==> src/rtl/tsh_pkg.sv <==
// ----------------------------------------------------------------------------
// tsh_pkg
// shared types and constants of the touch sensor hysteresis filter
// ----------------------------------------------------------------------------
package tsh_pkg;

	localparam int IDX_W      = 4;
	localparam int SAMPLE_W   = 10;
	localparam int FRAC_W     = 8;
	localparam int LEVEL_W    = SAMPLE_W + FRAC_W;
	localparam int DIVISOR_W  = 10;
	localparam int PROD_W     = LEVEL_W + DIVISOR_W;
	localparam int DIVIDEND_W = PROD_W + 1;
	localparam int DIV_STEPS  = LEVEL_W / 2;
	localparam int DIV_CNT_W  = $clog2(DIV_STEPS);
	localparam int PCT_W      = 7;
	localparam int PCT_SCALE  = 100;
	localparam int PCT_MAX    = 100;
	localparam int THR_MIN    = 1;
	localparam int P1_W       = SAMPLE_W + PCT_W;
	localparam int GAIN_W     = 16;
	localparam int P2_W       = P1_W + GAIN_W;
	localparam int GAIN_SHIFT = SAMPLE_W + 8;
	localparam int MASK_W     = 16;
	localparam int ENTRY_W    = LEVEL_W + 2;
	localparam int CFG_IDX_W  = 3;
	localparam int CFG_DATA_W = 16;

	localparam logic [DIVISOR_W-1:0] RST_AVG     = 10'd200;
	localparam logic [PCT_W-1:0]     RST_TOUCH   = 7'd95;
	localparam logic [PCT_W-1:0]     RST_RELEASE = 7'd65;
	localparam logic [GAIN_W-1:0]    RST_GAIN    = 16'd256;

	typedef enum logic [1:0] {
		CHG_NONE    = 2'd0,
		CHG_TOUCH   = 2'd1,
		CHG_RELEASE = 2'd2
	} chg_t;

	typedef enum logic [CFG_IDX_W-1:0] {
		CFG_AVG     = 3'd0,
		CFG_TOUCH   = 3'd1,
		CFG_RELEASE = 3'd2,
		CFG_GAIN    = 3'd3,
		CFG_TOGGLE  = 3'd4,
		CFG_IGNORE  = 3'd5
	} cfg_reg_t;

	typedef struct packed {
		logic [IDX_W-1:0]    sensor_index;
		logic [SAMPLE_W-1:0] raw_sample;
	} in_word_t;

	typedef struct packed {
		logic [IDX_W-1:0] result_sensor;
		logic             touch_state;
		logic [1:0]       change_code;
		logic [PCT_W-1:0] proximity_percent;
	} out_word_t;

	typedef struct packed {
		logic [DIVISOR_W-1:0] averaging_strength;
		logic [PCT_W-1:0]     touch_threshold;
		logic [PCT_W-1:0]     release_threshold;
		logic [GAIN_W-1:0]    proximity_gain;
		logic                 toggle_mode;
		logic [MASK_W-1:0]    ignore_mask;
	} cfg_t;

	typedef struct packed {
		logic load;
		logic mul;
		logic add;
		logic div;
		logic pct1;
		logic pct2;
		logic commit;
	} cmd_t;

endpackage

==> src/rtl/tsh_ram.sv <==
// ----------------------------------------------------------------------------
// tsh_ram
// generic single write port, single read port ram with registered read
// ----------------------------------------------------------------------------
module tsh_ram #(
	parameter int WIDTH = 8,
	parameter int DEPTH = 16
) (
	input  logic                                     clk,
	input  logic                                     we,
	input  logic [(DEPTH > 1 ? $clog2(DEPTH) : 1)-1:0] waddr,
	input  logic [WIDTH-1:0]                         wdata,
	input  logic                                     re,
	input  logic [(DEPTH > 1 ? $clog2(DEPTH) : 1)-1:0] raddr,
	output logic [WIDTH-1:0]                         rdata
);

	logic [WIDTH-1:0] mem_q [DEPTH];
	logic [WIDTH-1:0] rdata_q;

	always_ff @(posedge clk) begin
		if (we) begin
			mem_q[waddr] <= wdata;
		end
		if (re) begin
			rdata_q <= mem_q[raddr];
		end
	end

	assign rdata = rdata_q;

endmodule

==> src/rtl/tsh_ctrl.sv <==
// ----------------------------------------------------------------------------
// tsh_ctrl
// sequencer: read, multiply, divide, scale, decide and write back per word
// ----------------------------------------------------------------------------
module tsh_ctrl (
	input  logic          clk,
	input  logic          arst_n,
	input  logic          in_valid,
	output logic          in_stall,
	output logic          out_valid,
	input  logic          out_stall,
	output tsh_pkg::cmd_t cmd
);

	typedef enum logic [2:0] {
		S_IDLE,
		S_MUL,
		S_ADD,
		S_DIV,
		S_PCT1,
		S_PCT2,
		S_OUT
	} state_t;

	state_t                         state_q;
	logic [tsh_pkg::DIV_CNT_W-1:0]  cnt_q;
	logic                           out_valid_q;
	logic                           commit;

	assign in_stall  = (state_q != S_IDLE);
	assign out_valid = out_valid_q;
	assign commit    = (state_q == S_OUT) && (!out_valid_q || !out_stall);

	always_comb begin
		cmd        = '0;
		cmd.load   = in_valid && (state_q == S_IDLE);
		cmd.mul    = (state_q == S_MUL);
		cmd.add    = (state_q == S_ADD);
		cmd.div    = (state_q == S_DIV);
		cmd.pct1   = (state_q == S_PCT1);
		cmd.pct2   = (state_q == S_PCT2);
		cmd.commit = commit;
	end

	always_ff @(posedge clk or negedge arst_n) begin
		if (!arst_n) begin
			state_q     <= S_IDLE;
			cnt_q       <= '0;
			out_valid_q <= 1'b0;
		end else begin
			if (commit) begin
				out_valid_q <= 1'b1;
			end else if (out_valid_q && !out_stall) begin
				out_valid_q <= 1'b0;
			end
			case (state_q)
				S_IDLE: begin
					if (in_valid) begin
						state_q <= S_MUL;
					end
				end
				S_MUL: begin
					state_q <= S_ADD;
				end
				S_ADD: begin
					state_q <= S_DIV;
					cnt_q   <= '0;
				end
				S_DIV: begin
					if (cnt_q == tsh_pkg::DIV_CNT_W'(tsh_pkg::DIV_STEPS - 1)) begin
						state_q <= S_PCT1;
					end else begin
						cnt_q <= cnt_q + 1'b1;
					end
				end
				S_PCT1: begin
					state_q <= S_PCT2;
				end
				S_PCT2: begin
					state_q <= S_OUT;
				end
				S_OUT: begin
					if (commit) begin
						state_q <= S_IDLE;
					end
				end
				default: begin
					state_q <= S_IDLE;
				end
			endcase
		end
	end

	// a result is never loaded over one still waiting
	a_no_overwrite: assert property (@(posedge clk) disable iff (!arst_n)
		cmd.commit |-> !(out_valid_q && out_stall))
		else $error("result loaded over a stalled word");

	a_commit_shows: assert property (@(posedge clk) disable iff (!arst_n)
		cmd.commit |=> out_valid)
		else $error("committed result not shown");

	a_accept_starts: assert property (@(posedge clk) disable iff (!arst_n)
		(in_valid && !in_stall) |=> (state_q == S_MUL))
		else $error("accepted word did not start");

	a_div_count: assert property (@(posedge clk) disable iff (!arst_n)
		(state_q == S_DIV) |-> (cnt_q < tsh_pkg::DIV_CNT_W'(tsh_pkg::DIV_STEPS)))
		else $error("divider step count out of range");

endmodule

==> src/rtl/tsh_dp.sv <==
// ----------------------------------------------------------------------------
// tsh_dp
// datapath: per-sensor store, filter multiply and divide, percent scaling,
// hysteresis decision and output register
// ----------------------------------------------------------------------------
module tsh_dp #(
	parameter int SENSOR_COUNT = 16
) (
	input  logic               clk,
	input  logic               arst_n,
	input  tsh_pkg::cfg_t      cfg,
	input  tsh_pkg::cmd_t      cmd,
	input  tsh_pkg::in_word_t  in_data,
	output tsh_pkg::out_word_t out_data
);

	localparam int AW = (SENSOR_COUNT > 1) ? $clog2(SENSOR_COUNT) : 1;

	logic [tsh_pkg::IDX_W-1:0]      idx_in;
	logic [tsh_pkg::IDX_W-1:0]      idx_q;
	logic [AW-1:0]                  addr_q;
	logic [tsh_pkg::SAMPLE_W-1:0]   sample_q;
	logic [SENSOR_COUNT-1:0]        valid_q;
	logic [tsh_pkg::ENTRY_W-1:0]    rd_entry;
	logic [tsh_pkg::ENTRY_W-1:0]    wr_entry;
	logic [tsh_pkg::LEVEL_W-1:0]    f_cur;
	logic [tsh_pkg::LEVEL_W-1:0]    f_q;
	logic                           act_q;
	logic                           tog_q;
	logic [tsh_pkg::PROD_W-1:0]     prod_q;
	logic [tsh_pkg::DIVIDEND_W-1:0] dividend;
	logic [tsh_pkg::DIVISOR_W-1:0]  rem_q;
	logic [tsh_pkg::LEVEL_W-1:0]    dq_q;
	logic [tsh_pkg::DIVISOR_W-1:0]  rem_nxt;
	logic [tsh_pkg::LEVEL_W-1:0]    dq_nxt;
	logic [tsh_pkg::SAMPLE_W-1:0]   level;
	logic [tsh_pkg::P1_W-1:0]       p1_q;
	logic [tsh_pkg::P2_W-1:0]       p2;
	logic [tsh_pkg::P2_W-tsh_pkg::GAIN_SHIFT-1:0] pct_raw;
	logic [tsh_pkg::PCT_W-1:0]      pct_q;
	logic                           ignored;
	logic                           update;
	logic [tsh_pkg::PCT_W-1:0]      thr_t;
	logic [tsh_pkg::PCT_W-1:0]      thr_r;
	logic                           status;
	logic                           tog;
	logic                           report;
	tsh_pkg::chg_t                  change;
	tsh_pkg::out_word_t             out_q;

	// clamp sensor number to the last sensor
	assign idx_in = (32'(in_data.sensor_index) >= SENSOR_COUNT)
		? tsh_pkg::IDX_W'(SENSOR_COUNT - 1) : in_data.sensor_index;

	assign ignored = cfg.ignore_mask[idx_q];
	assign update  = !ignored && (cfg.averaging_strength != '0);

	tsh_ram #(
		.WIDTH (tsh_pkg::ENTRY_W),
		.DEPTH (SENSOR_COUNT)
	) u_store (
		.clk   (clk),
		.we    (cmd.commit),
		.waddr (addr_q),
		.wdata (wr_entry),
		.re    (cmd.load),
		.raddr (AW'(idx_in)),
		.rdata (rd_entry)
	);

	// never written entries read as reset value
	assign f_cur = valid_q[addr_q] ? rd_entry[tsh_pkg::LEVEL_W-1:0] : '0;

	assign dividend = {1'b0, prod_q}
		+ tsh_pkg::DIVIDEND_W'({sample_q, {tsh_pkg::FRAC_W{1'b0}}});

	// two restoring division steps per cycle
	always_comb begin
		logic [tsh_pkg::DIVISOR_W:0]   r2;
		logic [tsh_pkg::DIVISOR_W-1:0] r;
		logic [tsh_pkg::LEVEL_W-1:0]   d;
		r = rem_q;
		d = dq_q;
		for (int i = 0; i < 2; i++) begin
			r2 = {r, d[tsh_pkg::LEVEL_W-1]};
			d  = {d[tsh_pkg::LEVEL_W-2:0], 1'b0};
			if (r2 >= {1'b0, cfg.averaging_strength}) begin
				r2   = r2 - {1'b0, cfg.averaging_strength};
				d[0] = 1'b1;
			end
			r = r2[tsh_pkg::DIVISOR_W-1:0];
		end
		rem_nxt = r;
		dq_nxt  = d;
	end

	assign level = (cfg.averaging_strength == '0) ? sample_q
		: dq_q[tsh_pkg::LEVEL_W-1:tsh_pkg::FRAC_W];

	assign p2      = tsh_pkg::P2_W'(p1_q) * tsh_pkg::P2_W'(cfg.proximity_gain);
	assign pct_raw = p2[tsh_pkg::P2_W-1:tsh_pkg::GAIN_SHIFT];

	// thresholds and hysteresis
	always_comb begin
		if (cfg.touch_threshold < tsh_pkg::PCT_W'(tsh_pkg::THR_MIN)) begin
			thr_t = tsh_pkg::PCT_W'(tsh_pkg::THR_MIN);
		end else if (cfg.touch_threshold > tsh_pkg::PCT_W'(tsh_pkg::PCT_MAX)) begin
			thr_t = tsh_pkg::PCT_W'(tsh_pkg::PCT_MAX);
		end else begin
			thr_t = cfg.touch_threshold;
		end
		thr_r = (cfg.release_threshold >= thr_t) ? thr_t - 1'b1 : cfg.release_threshold;

		status = act_q;
		change = tsh_pkg::CHG_NONE;
		if (pct_q >= thr_t) begin
			if (!act_q) begin
				change = tsh_pkg::CHG_TOUCH;
			end
			status = 1'b1;
		end else if (pct_q < thr_r) begin
			if (act_q) begin
				change = tsh_pkg::CHG_RELEASE;
			end
			status = 1'b0;
		end

		tog    = tog_q;
		report = status;
		if (cfg.toggle_mode) begin
			if (change == tsh_pkg::CHG_RELEASE) begin
				change = tsh_pkg::CHG_NONE;
			end else if (change == tsh_pkg::CHG_TOUCH) begin
				if (tog_q) begin
					tog    = 1'b0;
					change = tsh_pkg::CHG_RELEASE;
				end else begin
					tog = 1'b1;
				end
			end
			report = tog;
		end
	end

	assign wr_entry = {tog, status, update ? dq_q : f_q};

	always_ff @(posedge clk or negedge arst_n) begin
		if (!arst_n) begin
			valid_q <= '0;
		end else if (cmd.commit) begin
			valid_q[addr_q] <= 1'b1;
		end
	end

	always_ff @(posedge clk) begin
		if (cmd.load) begin
			idx_q    <= idx_in;
			addr_q   <= AW'(idx_in);
			sample_q <= in_data.raw_sample;
		end
		if (cmd.mul) begin
			f_q    <= f_cur;
			act_q  <= valid_q[addr_q] & rd_entry[tsh_pkg::LEVEL_W];
			tog_q  <= valid_q[addr_q] & rd_entry[tsh_pkg::LEVEL_W+1];
			prod_q <= tsh_pkg::PROD_W'(f_cur)
				* tsh_pkg::PROD_W'(cfg.averaging_strength - 1'b1);
		end
		if (cmd.add) begin
			rem_q <= dividend[tsh_pkg::DIVIDEND_W-2:tsh_pkg::LEVEL_W];
			dq_q  <= dividend[tsh_pkg::LEVEL_W-1:0];
		end
		if (cmd.div) begin
			rem_q <= rem_nxt;
			dq_q  <= dq_nxt;
		end
		if (cmd.pct1) begin
			p1_q <= tsh_pkg::P1_W'(level) * tsh_pkg::P1_W'(tsh_pkg::PCT_SCALE);
		end
		if (cmd.pct2) begin
			if (ignored) begin
				pct_q <= '0;
			end else if (pct_raw > (tsh_pkg::P2_W - tsh_pkg::GAIN_SHIFT)'(tsh_pkg::PCT_MAX)) begin
				pct_q <= tsh_pkg::PCT_W'(tsh_pkg::PCT_MAX);
			end else begin
				pct_q <= pct_raw[tsh_pkg::PCT_W-1:0];
			end
		end
		if (cmd.commit) begin
			out_q.result_sensor     <= idx_q;
			out_q.touch_state       <= report;
			out_q.change_code       <= change;
			out_q.proximity_percent <= pct_q;
		end
	end

	assign out_data = out_q;

endmodule

==> src/rtl/touch_sensor_hysteresis_filter_top.sv <==
// ----------------------------------------------------------------------------
// touch_sensor_hysteresis_filter_top
// averaging filter, percent scaling and touch/release hysteresis per sensor
// ----------------------------------------------------------------------------
// usage:
//   in channel (in_valid/in_stall/in_data) takes one word per sample: sensor
//   number and raw reading. out channel (out_valid/out_stall/out_data) gives
//   one word per sample: sensor, status, change code and percent.
//   cfg channel (cfg_valid/cfg_ready/cfg_index/cfg_data) writes the six
//   setting registers; cfg_ready is always high, writes belong in idle time.
// sequence:
//   a word is read from the store, then goes through the filter multiply,
//   add, divide, two scaling multiplies, the decision and the write back.
//   the filter divider makes two quotient bits per cycle. a new word is
//   accepted only after the result of the last one is loaded, at the
//   earliest in the cycle after that load.
// reset:
//   settings return to their defaults; all filter levels and statuses read
//   as zero until a sensor is first written back.
// stall:
//   a result waits in the output register; the next word is still accepted
//   and is held at its last step until the output register frees up.
// ----------------------------------------------------------------------------
module touch_sensor_hysteresis_filter_top #(
	parameter int SENSOR_COUNT = 16
) (
	input  logic                                clk,
	input  logic                                arst_n,
	input  logic                                in_valid,
	output logic                                in_stall,
	input  tsh_pkg::in_word_t                   in_data,
	output logic                                out_valid,
	input  logic                                out_stall,
	output tsh_pkg::out_word_t                  out_data,
	input  logic                                cfg_valid,
	output logic                                cfg_ready,
	input  logic [tsh_pkg::CFG_IDX_W-1:0]       cfg_index,
	input  logic [tsh_pkg::CFG_DATA_W-1:0]      cfg_data
);

	tsh_pkg::cfg_t cfg_q;
	tsh_pkg::cmd_t cmd;

	assign cfg_ready = 1'b1;

	always_ff @(posedge clk or negedge arst_n) begin
		if (!arst_n) begin
			cfg_q.averaging_strength <= tsh_pkg::RST_AVG;
			cfg_q.touch_threshold    <= tsh_pkg::RST_TOUCH;
			cfg_q.release_threshold  <= tsh_pkg::RST_RELEASE;
			cfg_q.proximity_gain     <= tsh_pkg::RST_GAIN;
			cfg_q.toggle_mode        <= 1'b0;
			cfg_q.ignore_mask        <= '0;
		end else if (cfg_valid && cfg_ready) begin
			case (tsh_pkg::cfg_reg_t'(cfg_index))
				tsh_pkg::CFG_AVG: begin
					cfg_q.averaging_strength <= cfg_data[tsh_pkg::DIVISOR_W-1:0];
				end
				tsh_pkg::CFG_TOUCH: begin
					cfg_q.touch_threshold <= cfg_data[tsh_pkg::PCT_W-1:0];
				end
				tsh_pkg::CFG_RELEASE: begin
					cfg_q.release_threshold <= cfg_data[tsh_pkg::PCT_W-1:0];
				end
				tsh_pkg::CFG_GAIN: begin
					cfg_q.proximity_gain <= cfg_data[tsh_pkg::GAIN_W-1:0];
				end
				tsh_pkg::CFG_TOGGLE: begin
					cfg_q.toggle_mode <= cfg_data[0];
				end
				tsh_pkg::CFG_IGNORE: begin
					cfg_q.ignore_mask <= cfg_data[tsh_pkg::MASK_W-1:0];
				end
				default: begin
				end
			endcase
		end
	end

	tsh_ctrl u_ctrl (
		.clk       (clk),
		.arst_n    (arst_n),
		.in_valid  (in_valid),
		.in_stall  (in_stall),
		.out_valid (out_valid),
		.out_stall (out_stall),
		.cmd       (cmd)
	);

	tsh_dp #(
		.SENSOR_COUNT (SENSOR_COUNT)
	) u_dp (
		.clk      (clk),
		.arst_n   (arst_n),
		.cfg      (cfg_q),
		.cmd      (cmd),
		.in_data  (in_data),
		.out_data (out_data)
	);

endmodule

==> config.mk <==
export PLATFORM = sky130hd
export DESIGN_NAME = touch_sensor_hysteresis_filter_top
export DESIGN_NICKNAME = d
export VERILOG_FILES = /design/src/rtl/tsh_pkg.sv /design/src/rtl/tsh_ram.sv /design/src/rtl/tsh_ctrl.sv /design/src/rtl/tsh_dp.sv /design/src/rtl/touch_sensor_hysteresis_filter_top.sv
export SDC_FILE = /design/constraint.sdc
export NUM_CORES = 2
export LEC_CHECK = 0
export BUFFER_PORTS_ARGS = -buffer_cell sky130_fd_sc_hd__buf_2
export CAP_MARGIN = 0
export CORE_MARGIN = 2
export CORE_UTILIZATION = 50
export DETAILED_ROUTE_END_ITERATION = 7
export PLACE_DENSITY = 0.74
export REMOVE_ABC_BUFFERS = 1
export SYNTH_ARGS = -nofsm -noshare
export SYNTH_HDL_FRONTEND = slang
export SYNTH_SLANG_ARGS = --single-unit
==> constraint.sdc <==
create_clock -name clk -period 10.4 [get_ports clk]
set_input_delay 2.08 -clock clk [delete_from_list [all_inputs] [get_ports clk]]
set_output_delay 2.08 -clock clk [all_outputs]
set_load 0.02 [all_outputs]
After elaboration in Yosys (flattened, before gate mapping)
Memory sizes are Yosys's and may differ from the RTL's. A register that Yosys moved wholly into a read port is not among the register bits.
Index checks and enable logic that the tools add are counted.
{"block": "totals", "ff_bits": 207, "ram_bits": 320, "inputBits": 38, "out_inout_bits": 17, "wordCells": 137, "mem_count": 1}
{"name": "u_dp.u_store.mem_q", "depth": 16, "width": 20, "read_ports": 1, "rd_ports_with_merged_regs": 1, "wr": 1, "line_no": "tsh_ram.sv:18", "source": "logic [WIDTH-1:0] mem_q [DEPTH];"}
{"block": "classes", "addsub": 6, "multipliers": 3, "magnitude_cmp": 10, "n_eq_ne": 18, "mux": 46, "bitwise_logic": 3, "reduce_logical": 25}
{"operator": "$mux 18", "n": 4}
{"operator": "$mux 10", "n": 5}
{"operator": "$mul 15x16->31", "n": 1}
{"operator": "$add 28x18->28", "n": 1}
{"operator": "$mul 18x28->28", "n": 1}
{"operator": "$mux 7", "n": 4}
{"operator": "$ge 11x10->1", "n": 2}
{"operator": "$pmux 3 s7", "n": 1}
{"operator": "$sub 10x10->10", "n": 2}
{"operator": "$mux 1", "n": 17}
{"operator": "$or 16x16->16", "n": 1}
{"operator": "$eq 3x3->1 const B", "n": 5}
{"operator": "$gt 15x7->1 const B", "n": 1}
{"operator": "$mul 10x5->15 const B", "n": 1}
{"operator": "$ge 7x7->1", "n": 2}
{"operator": "$mux 2", "n": 7}
{"operator": "$reduce_and 2->1", "n": 7}
{"operator": "$eq 3x2->1 const B", "n": 4}
{"operator": "$sub 10x1->11 const B", "n": 1}
{"operator": "$logic_not 10->1", "n": 1}
{"operator": "$reduce_bool 10->1", "n": 1}
{"operator": "$mux 3", "n": 3}
{"operator": "$bmux 1 s4", "n": 2}
{"operator": "$pmux 4 s2", "n": 1}
{"operator": "24 further kinds", "n": 36}

Depth between registers and ports, before layout
{"block": "logic_depth", "word_depth": 12, "ltp_mapped": 29, "ltp_nobuf": 27}

By module
A second synthesis with hierarchy kept.
{"block": "hier_totals", "hier_cells": 3074, "area_unflattened_um2": 37947.6}
{"module": "tsh_dp", "instances": 1, "cells_each": 2357, "area_per_inst_um2": 22502.8, "seq_area_each_um2": 4184.0}
{"module": "tsh_ram", "instances": 1, "cells_each": 533, "area_per_inst_um2": 12731.0, "seq_area_each_um2": 10209.8}
{"module": "touch_sensor_hysteresis_filter_top", "instances": 1, "cells_each": 127, "area_per_inst_um2": 2210.9, "seq_area_each_um2": 1441.4}
{"module": "tsh_ctrl", "instances": 1, "cells_each": 57, "area_per_inst_um2": 503.0, "seq_area_each_um2": 200.2}

Least setup slack after synthesis
No wires, ideal clock.
{"block": "synth_path", "path_kind": "flip-flop to flip-flop", "startpoint": "register u_dp.idx_q[0] (netlist name)", "endpoint": "register u_dp.prod_q[27] (netlist bit) (data pin)", "setup_time_ns": 0.260, "arrival_ns": 7.493, "required_time_ns": 10.140, "slack_ns": 2.647, "stages_incl_launch_ff": 25, "path_buffers": 2, "synth_period_minus_slack_ns": 7.753, "cell_sequence": "edfxtp_1 > buf_2 > mux4_2 > mux4_2 > clkbuf_1 > nand2_1 > nor2_1 > fa_1 > inv_1 > fa_1 > fa_1 > fa_1 > fa_1 > fa_1 > inv_1 > ha_1 > o21a_1 > o21ai_1 > nor2_1 > a211oi_1 > o31ai_1 > or4_1 > a31oi_1 > o21bai_1 > xnor2_1"}
{"item": "end signal, assigned", "line_no": "tsh_dp.sv:165", "source": "prod_q <= tsh_pkg::PROD_W'(f_cur)"}
{"item": "end, declared", "line_no": "tsh_dp.sv:30", "source": "logic [tsh_pkg::PROD_W-1:0] prod_q;"}

Worst setup path in the final report
{"block": "layout_path", "startpoint": "register cfg_q[47] (netlist bit)", "endpoint": "register u_dp.prod_q[27] (netlist bit) (data pin)"}
{"block": "layout_via", "elab_chain_cells": 2}
{"item": "start, declared", "line_no": "touch_sensor_hysteresis_filter_top.sv:41", "source": "tsh_pkg::cfg_t cfg_q;"}
{"item": "$sub 10x1->11", "line_no": "tsh_dp.sv:166", "source": "* tsh_pkg::PROD_W'(cfg.averaging_strength - 1'b1);"}
{"item": "$mul 18x28->28", "line_no": "tsh_dp.sv:166"}
No other way between the ends.
A chain may end at the register's enable or synchronous reset.

==> results.cfg <==
[die]
pin_count = 55
die_area_um2 = 80720
die_width_um = 284.1
initial_core_util_pct = 50.56
die_boundary_height_um = 284.1
rows = 102
core_um2 = 77590

[logic_synthesis]
yosysSeqAreaShare_pct = 40.88
synth.cell_area_um2 = 39230
post_synth_most_frequent_cells = sky130_fd_sc_hd__inv_1 (489), sky130_fd_sc_hd__edfxtp_1 (466), sky130_fd_sc_hd__fa_1 (398)
synth_flop_cell = sky130_fd_sc_hd__edfxtp_1
netlist_top_cells_area = sky130_fd_sc_hd__edfxtp_1 (36%), sky130_fd_sc_hd__fa_1 (20%), sky130_fd_sc_hd__ha_1 (7.8%)
synth-async-reset-ratio_pct = 14.81
synth.yosys.warnings = 0
synth_most_common_cell = sky130_fd_sc_hd__inv_1
netlist-cell-type-count = 78
post-synth-top-area-fraction_pct = 35.67
post_synth.cell_area_avg_um2 = 12.45
synth-edff-count = 466
synth_seq_cells = 547
cell_accounting_for_the_most_synthesized_area = sky130_fd_sc_hd__edfxtp_1
netlist_instances = 3152

[route]
iter_0_drt_violations = 1991
routedWlPerCell_um = 21.37
route.antenna.remaining_nets = 0
drt-total-wl_um = 91760
drc_violation_count_after_routing = 0
avgViaCountPerCell = 5.628
firstDrtPassIters = 8
vias = 24170

[timing]
setup_viol_count_final = 0
final_count_of_pins_violating_max_slew = 0
rsz_0062_raised_after_global_routing = no
setup_tns_ns = 0
fin_crit_sh_pct = 83.19
report.final.hold_viol_count = 0
max_freq_mhz = 115.6
finClkSkew_ns = 0.05327
post-route-min-period_ns = 8.652
slew_headroom_pct = 18.68
timing_worst_slew_pin_value_ns = 1.215

[worst_setup_path]
cp_data_required_time_ns = 10.76
worst_ep_arrival_time_ns = 9.02
startpoint_type = flip-flop
cp_max_fo = 17
worst-setup-path-type = reg -> reg
cp_capture_type = flip-flop

[final_layout]
total_of_fill_cells_in_the_finished_design = 6394
flow.area_growth_from_synthesis_pct = 8.972
drive_gt1_share_pct = 13.43
design_area_um2 = 42750
final_core_utilization_pct = 55.09
layout.nets = 3884

[clocking]
cts_inserted_buffers = 58
clock_tree.htree_level_count = 2
ctsRootBufferMaster = sky130_fd_sc_hd__clkbuf_16
cts_post_setup_buffers_inserted = 0
clk_pin_slew_ns = 0.06
post_cts.resized_instances = 0
clock_insertion_delay_worst_skew_ns = 0.66
ctsHoldBuffers = 0
ctsLongestPathBuffers = 3
tritoncts_num_sinks = 547
clock_tree_from_tritoncts = yes

[grt]
grt_usage_pct = 23.20
pin_count_of_the_biggest_net_entering_global_routing = 63
antenna_violations_before_repair = 2
globalRoute.totalOverflow = 0
grt_first_pass_wirelength_um = 144000
vias_in_the_first_global_route = 25110

[placement]
numPortBuffers = 53
place_congestion = 0.9610
detailed_place_hpwl_um = 64930
placement.cell_area_um2 = 40810

[run_status]
status = complete, no violations

[worst_hold_path]
hold_path.class = reg -> reg

[job]
timing.max_cap.violations = 0
==> registers in the layout (all words and copies together), names as in the netlist, 7 cells and up <==
name                flops
cfg_q                  57
u_dp.p1_q              15
u_dp.out_data          14
u_dp.u_store.rdata     20
u_dp.dq_q              18
u_dp.sample_q          10
u_dp.prod_q            28
u_dp.u_store.mem_q    320
u_dp.f_q               18
u_dp.valid_q           16
u_dp.pct_q              7
u_dp.rem_q             10
==> per-stage QoR <==
| stage | cells | hold WS (ns) | setup slack, ns |
|---|---|---|---|
| final | 4294 | 0.4629 | 1.748 |
| after global routing | 4293 | 0.4851 | 1.268 |
| after CTS | 4293 | 0.4670 | 1.741 |
| after detailed placement | 4184 | 0.4476 | 1.760 |
| after global placement | 4184 | 0.4464 | 1.924 |
| after floorplan | 3049 | 0.4337 | 1.956 |
==> layout make-up <==
| type | count | area [um^2] | share of cell area (%) |
|---|---|---|---|
| Timing Repair Buffer | 95 | 588.1 | 1.376 |
| Antenna cell | 1 | 2.502 | 0.005854 |
| Clock inverter | 43 | 421.7 | 0.9863 |
| Inverter | 498 | 1869 | 4.373 |
| Clock buffer | 66 | 1511 | 3.536 |
| Multi-Input combinational cell | 2004 | 21020 | 49.17 |
| Tap cell | 1040 | 1301 | 3.044 |
| Sequential cell | 547 | 16040 | 37.51 |
==> layout by cell type, fill, tap and decap left out, drive strengths merged, types with 20 or more instances in the layout <==
| master | count |
|---|---|
| inv | 497 |
| edfxtp | 466 |
| fa | 398 |
| nand2 | 328 |
| ha | 244 |
| and2 | 156 |
| nor2 | 150 |
| mux4 | 110 |
| buf | 95 |
| a21oi | 89 |
| xnor2 | 76 |
| mux2 | 76 |
| dfrtp | 69 |
| clkbuf | 66 |
| o21ai | 59 |
| clkinv | 38 |
| nand2b | 30 |
| xor2 | 29 |
| nand3 | 25 |
| a21o | 25 |
| nor3 | 25 |
| mux2i | 22 |
| or2 | 20 |
==> cell families after synthesis <==
family,Yosys count,synth area share (%)
compound gates,245,3.984
xor+xnor,105,2.344
fa+ha+maj,642,28.09
buf+inv,601,5.792
flops,547,40.88
mux,208,9.058
other cells,1,0.009559
simple gates,803,9.846
==> metal layers <==
layer	up-vias	GRT usage, %	share of wire (%)
met5	-	0	0
met4	0	6.408	2.8
met3	174	3.820	8.0
met2	980	38.14	48
met1	12370	32.15	41
li1	10640	-	-
==> path summary, 6_finish.rpt <==
check	to	startpoint	slack [ns]	cells past startpoint
max	u_dp.prod_q[27]$_DFFE_PP_	cfg_q[47]$_DFFE_PN0P_	1.75	26
min	u_dp.valid_q[12]$_DFFE_PN0P_	u_dp.valid_q[12]$_DFFE_PN0P_	0.46	1
max reg2reg	u_dp.prod_q[27]$_DFFE_PP_	cfg_q[47]$_DFFE_PN0P_	1.75	26
min reg2reg	u_dp.valid_q[12]$_DFFE_PN0P_	u_dp.valid_q[12]$_DFFE_PN0P_	0.46	1
max in group asynchronous	u_ctrl.state_q[2]$_DFFE_PN0P_	arst_n	7.93	2
min in group asynchronous	u_dp.valid_q[7]$_DFFE_PN0P_	arst_n	1.43	1
==> worst max-delay path: stages, from the launching register on <==
cell and delay (ns):
sky130_fd_sc_hd__dfrtp_1 0.36, sky130_fd_sc_hd__buf_4 0.22, sky130_fd_sc_hd__inv_1 0.26, sky130_fd_sc_hd__ha_1 0.29, sky130_fd_sc_hd__nand4_1 0.28, sky130_fd_sc_hd__nor3_2 0.96
sky130_fd_sc_hd__nand2_1 0.31, sky130_fd_sc_hd__inv_1 0.17, sky130_fd_sc_hd__fa_1 0.47, sky130_fd_sc_hd__fa_1 0.98, sky130_fd_sc_hd__inv_1 0.24, sky130_fd_sc_hd__fa_1 0.53
sky130_fd_sc_hd__inv_1 0.05, sky130_fd_sc_hd__fa_1 0.52, sky130_fd_sc_hd__inv_1 0.05, sky130_fd_sc_hd__fa_1 0.47, sky130_fd_sc_hd__inv_1 0.04, sky130_fd_sc_hd__ha_1 0.31
sky130_fd_sc_hd__o21a_1 0.12, sky130_fd_sc_hd__o21ai_1 0.33, sky130_fd_sc_hd__nor2_1 0.09, sky130_fd_sc_hd__a211oi_1 0.36, sky130_fd_sc_hd__o31ai_1 0.14, sky130_fd_sc_hd__or4_1 0.44
sky130_fd_sc_hd__a31oi_1 0.19, sky130_fd_sc_hd__o21bai_1 0.09, sky130_fd_sc_hd__xnor2_1 0.12
Power is not shown: default switching activity piles up to over one toggle a cycle in this logic, so the estimate is an artifact.
